File: config.mk
export PLATFORM = sky130hd
export DESIGN_NAME = itda_ctrl
export DESIGN_NICKNAME = d
export VERILOG_FILES = /design/src/hw/rtl/itda_pkg.sv /design/src/hw/rtl/itda_ctrl.sv
export SDC_FILE = /design/constraint.sdc
export NUM_CORES = 1
export LEC_CHECK = 0
export BUFFER_PORTS_ARGS = -buffer_cell sky130_fd_sc_hd__buf_4
export CORE_AREA = 3 3 40 42
export CTS_CLUSTER_DIAMETER = 60
export DETAILED_ROUTE_END_ITERATION = 8
export DIE_AREA = 0 0 43 45
export PLACE_DENSITY = 0.58
export SLEW_MARGIN = 15
export SYNTH_ARGS = -nofsm -noshare
export SYNTH_HDL_FRONTEND = slang
export SYNTH_SLANG_ARGS = --single-unit
File: constraint.sdc
create_clock -name aclk -period 3.1 [get_ports aclk]
set_clock_uncertainty 0.1 [all_clocks]
set_input_delay 0.155 -clock aclk [delete_from_list [all_inputs] [get_ports aclk]]
set_output_delay 0.155 -clock aclk [all_outputs]
set_load 0.02 [all_outputs]
File: src/hw/rtl/itda_pkg.sv
// ----------------------------------------------------------------------------
// itda_pkg
// Shared constants and types for the integer to decimal ascii converter.
// ----------------------------------------------------------------------------
`default_nettype none

package itda_pkg;

    // ascii codes
    localparam logic [7:0] CHAR_ZERO  = 8'd48;
    localparam logic [7:0] CHAR_MINUS = 8'd45;

    // widths of the value and of the digit store
    localparam int VALUE_W    = 32;
    localparam int MAX_DIGITS = 10;
    localparam int DIG_IDX_W  = $clog2(MAX_DIGITS);
    localparam int CNT_W      = $clog2(MAX_DIGITS + 1);

    // ceil(2^35 / 10): floor(x * RECIP_TEN / 2^35) == floor(x / 10) for 32-bit x
    localparam logic [VALUE_W-1:0] RECIP_TEN   = 32'hCCCC_CCCD;
    localparam int                 RECIP_SHIFT = 35;

    // controller states, one-hot
    typedef enum logic [3:0] {
        ST_IDLE = 4'b0001,
        ST_CONV = 4'b0010,
        ST_SIGN = 4'b0100,
        ST_EMIT = 4'b1000
    } state_t;

    // commands from the controller to the datapath
    typedef struct packed {
        logic load;        // take a new input item
        logic step;        // peel off one digit, least significant first
        logic emit_sign;   // load '-' into the output register
        logic emit_digit;  // load the next digit, most significant first
    } cmd_t;

    // status from the datapath to the controller
    typedef struct packed {
        logic neg;         // value is negative
        logic quot_zero;   // this step's quotient is zero: last digit found
        logic cnt_one;     // one digit left to emit
        logic out_free;    // output register can take a character
    } sts_t;

endpackage

`default_nettype wire

File: src/hw/rtl/itda_ctrl.sv
// ----------------------------------------------------------------------------
// itda_ctrl
// Controller: sequences accept, digit extraction and character output.
// ----------------------------------------------------------------------------
`default_nettype none

module itda_ctrl (
    input  wire                 aclk,
    input  wire                 aresetn,
    input  wire                 s_valid,
    output logic                s_ready,
    input  wire itda_pkg::sts_t sts,
    output itda_pkg::cmd_t      cmd
);

    itda_pkg::state_t state_reg, state_next;

    // next state and commands
    always_comb begin
        state_next = state_reg;
        cmd        = '0;
        s_ready    = 1'b0;
        unique case (state_reg)
            itda_pkg::ST_IDLE: begin
                s_ready = 1'b1;
                if (s_valid) begin
                    cmd.load   = 1'b1;
                    state_next = itda_pkg::ST_CONV;
                end
            end
            itda_pkg::ST_CONV: begin
                cmd.step = 1'b1;
                if (sts.quot_zero) begin
                    state_next = sts.neg ? itda_pkg::ST_SIGN : itda_pkg::ST_EMIT;
                end
            end
            itda_pkg::ST_SIGN: begin
                if (sts.out_free) begin
                    cmd.emit_sign = 1'b1;
                    state_next    = itda_pkg::ST_EMIT;
                end
            end
            itda_pkg::ST_EMIT: begin
                if (sts.out_free) begin
                    cmd.emit_digit = 1'b1;
                    if (sts.cnt_one) begin
                        state_next = itda_pkg::ST_IDLE;
                    end
                end
            end
            default: begin
                state_next = itda_pkg::ST_IDLE;
            end
        endcase
    end

    always_ff @(posedge aclk) begin
        if (!aresetn) begin
            state_reg <= itda_pkg::ST_IDLE;
        end else begin
            state_reg <= state_next;
        end
    end

endmodule

`default_nettype wire

---- Yosys cells after proc, flatten, opt, wreduce, memory -nomap -nowiden ----
Cells that the tools add are included.
W data, S select, Z words.
word-level totals
  input port bits ......................... 7
  bits in registers ....................... 4
  bits in read-only memories .............. 0
  logic and storage cells ................. 25
  bits in writable memories ............... 0
  memories ................................ 0
  output and inout bits ................... 5
  bits in latches ......................... 0
cells by class
  reductions and logical operators ........ 1
  shift-type cells ........................ 0
  eq/ne operators ......................... 9
  magnitude comparators ................... 0
  bitwise gates (word level) .............. 0
  mux-type cells .......................... 14
  div/mod/pow operators ................... 0
  $add $sub $neg .......................... 0
  $mul .................................... 0
operators by type and width
  operator              number
  $mux W4               6
  $pmux W4 S4           1
  $ne A2 B2 Y1 const B  5
  $mux W1               7
  $reduce_and A5 Y1     1
  $eq A4 B1 Y1 const B  1
  $eq A4 B2 Y1 const B  1
  $eq A4 B3 Y1 const B  1
  $eq A4 B4 Y1 const B  1

---- Logic depth before layout (Yosys ltp) ----
  depth in word-level cells ............... 3
  gate-level depth with buffers ........... 5
  gate-level depth less buffers ........... 4

---- Worst setup path before layout ----
No wires, ideal clock.
  path kind ............................... register -> output
  from .................................... register state_reg[1]
  to ...................................... output cmd[1] (netlist bit)
  data arrival time ....................... 1.191 ns
  path buffers ............................ 1
  stages on the path, launching flop included .. 3
  data required time ...................... 2.845 ns
  setup slack ............................. 1.654 ns
  cell sequence ........................... dfxtp_1 buf_6 nor4_1
RTL lines
  element                 RTL line         RTL
  start, declared         itda_ctrl.sv:16  itda_pkg::state_t state_reg, state_next;
  start signal, assigned  itda_ctrl.sv:59  state_reg <= itda_pkg::ST_IDLE;
  start signal, assigned  itda_ctrl.sv:61  state_reg <= state_next;
  end, declared           itda_ctrl.sv:13  output itda_pkg::cmd_t cmd

==> results.py <==
metrics = {
    "run_status": {
        "outcome": "completed",
    },
    "synth": {
        "syn_nets": 45,
        "syn_area_um2": 367,
        "synth_compound_area_share_pct": 14.7,
        "synth_cells": 38,
        "synth_xor_xnor_area_share_pct": 4.78,
        "ys_types": 25,
        "synth_top_family_by_area": "simple AND/OR/NAND/NOR gates",
        "synth.area.mux_share_pct": 5.46,
        "yosys.area.top_type_share_pct": 21.8,
        "synth.area.top_cells": "dfxtp_1 (22%), nor4b_4 (13%), buf_6 (9.2%)",
        "syn_avg_cell_area_um2": 9.65,
        "yosysSeqAreaShare_pct": 21.8,
        "ys_warn_count": 0,
        "synthAdderAreaFrac_pct": 0,
        "synth-simple-area-share_pct": 41.0,
        "yosysTopAreaCell": "dfxtp_1",
        "ys_ff_latch": 4,
    },
    "cells_and_area": {
        "final_cells": 63,
        "mostFrequentLayoutCell": "buf_4",
        "nets": 57,
        "antenna_cells": 0,
        "drive_above_1_share_pct": 41.7,
        "largest_register_ffs": 4,
        "fillers": 147,
        "area_growth_pct": 22.5,
        "final_cell_mix": "buf_4 (11), dfxtp_1 (4), nand2_1 (3), nor2_1 (3), clkbuf_4 (3)",
    },
    "pwr": {
        "p_per_area_nw_per_um2": 416,
        "power_leakage_nw": 0.180,
        "max-vdd-ir-drop_v": 0.000227,
    },
    "global_route": {
        "grt-ovfl-total": 0,
        "grt_pass1_wl_mm": 1.33,
        "grt_pass1_vias": 294,
        "grt_start_max_net_pins": 14,
        "antenna_found_initial": 0,
        "gr-usage-all-layers_pct": 9.16,
    },
    "clocking": {
        "post_cts_resized": 0,
        "cts_tree": "done",
        "clock-sinks": 4,
        "post-cts-setup-buffer-count": 0,
        "clk_latency_ps": 230,
        "numCtsBuffers": 3,
        "cts-htree-levels": 1,
        "clock_path_buffers": 2,
        "clk_pin_slew_ps": 40,
        "cts-hold-fix-buffers": 0,
        "cts-root-buf": "clkbuf_4",
    },
    "setup_path": {
        "endpoint": "cmd[3]",
        "slowest_delay_ps": 540,
        "rr_startpoint": "state_reg[1]",
        "rrSetupSlack_ps": 1560,
        "crit_path_top_delay_cell": "dfxtp_1",
        "crit_fanout": 9,
        "critPathKind": "flip-flop to primary output",
        "cp_data_required_time_ps": 2840,
        "rr_worst_depth": 4,
        "path_cells": "nor4b_4, and2_4, buf_4",
        "timing.rr.end": "state_reg[0]",
        "endpoint_kind": "primary output",
        "cp.arrival_ps": 1430,
        "cp-startpoint": "state_reg[0]",
        "cp-start-kind": "flip-flop",
    },
    "route": {
        "first_pass_iters": 2,
        "num_vias": 324,
        "avgViaCountPerCell": 5.14,
        "drtAntennaViolNets": 0,
        "drc": 0,
        "wirelength_um": 745,
        "drt-wirelength-per-cell_um": 11.8,
        "drtIter0Drc": 1,
    },
    "floorplanning": {
        "dieArea_um2": 1940,
        "die_w_um": 43,
        "core.rowCount": 13,
        "die-height_um": 45,
        "ios": 12,
        "start_util_pct": 28.5,
        "coreArea_um2": 1280,
    },
    "job": {
        "maxCapViolCount": 0,
    },
    "timing": {
        "slew_viol_final": 0,
        "tns_ps": 0,
        "relSlewSlack_pct": 67.1,
        "setup_viol": 0,
        "min_period_over_period_pct": 54.2,
        "worst_hold_slack_ps": 43.8,
        "tightest_slew_ps": 493,
        "hold_viol": 0,
        "rsz0062_at_grt": "no",
        "period_needed_ps": 1680,
        "fmax_ghz": 0.595,
    },
    "place": {
        "gp_congestion": 0.731,
        "dpl.hpwl_um": 586,
        "io_buffers": 11,
        "dp_cells": 60,
    },
    "min_path": {
        "hp-class": "input port to flip-flop",
    },
}
-- per-layer routing --
layer / wire length [µm] / part of all wire (%) / track usage [%]
met5: 0 / 0 / 0
met2: 294 / 39 / 12.0
met4: 0 / 0 / 1.81
met3: 77 / 10 / 5.98
met1: 374 / 50 / 12.5
-- critical path, delay by kind of cell (launching register included) --
family	cells	cell delay, ps
buffers and inverters	1	130
AND/OR/NAND/NOR	2	520
flip-flops	1	540
-- layout make-up --
type                            instances  area, µm²  area share (%)
Inverter                                1       3.75           0.836
Sequential cell                         4       80.1            17.8
Multi-Input combinational cell         29        241            53.8
Tap cell                               15       18.8            4.18
Timing Repair Buffer                   11       82.6            18.4
Clock buffer                            3       22.5            5.01
-- worst min path at each step --
| stage | startpoint | end | slack [ps] | cells after the start |
|---|---|---|---|---|
| after floorplan | aresetn | state_reg[0] | 130 | 1 |
| after global placement | aresetn | state_reg[0] | 280 | 2 |
| after detailed placement | aresetn | state_reg[0] | 280 | 2 |
| after CTS | aresetn | state_reg[0] | 40 | 2 |
| after global routing | aresetn | state_reg[0] | 40 | 2 |
| final | aresetn | state_reg[0] | 40 | 2 |
-- power breakdown --
part           internal (mW)  switching, mW
Combinational         0.0305         0.0243
Clock                 0.0432         0.0201
Sequential            0.0557         0.0131
Total                  0.129         0.0575
-- cells in the mapped netlist --
| master | instances |
|---|---|
| o221ai_1 | 1 |
| nor2_1 | 3 |
| xor2_1 | 1 |
| xnor2_1 | 1 |
| buf_6 | 3 |
| o21ai_1 | 1 |
| mux2i_1 | 2 |
| nor2b_2 | 1 |
| o21ai_0 | 2 |
| and4b_1 | 1 |
| a31oi_1 | 1 |
| inv_1 | 1 |
| nand3_1 | 1 |
| nand4b_1 | 1 |
| nand2b_1 | 1 |
| nor3b_1 | 1 |
| buf_4 | 1 |
| nor4_1 | 2 |
| o41ai_2 | 1 |
| nand2_1 | 3 |
| and2_4 | 1 |
| a21boi_1 | 1 |
| nor3b_2 | 1 |
| dfxtp_1 | 4 |
| nor4b_4 | 2 |
-- kinds of logic after synthesis --
family	count (synthesis)
flops	4
compound gates	7
buf+inv	5
xor+xnor	2
simple gates	18
mux	2
-- stage by stage --
step	setup WS, ps	total power [mW]	util [%]	cell area (µm²)
global placement	1560	0.124	33.2	427
CTS	1380	0.192	35.0	449
finish	1420	0.187	35.0	449
floorplan	1650	0.109	-	367
detailed placement	1560	0.125	33.2	427
global route	1310	0.202	35.0	449
No activity file was read; power rests on OpenSTA's default activity.
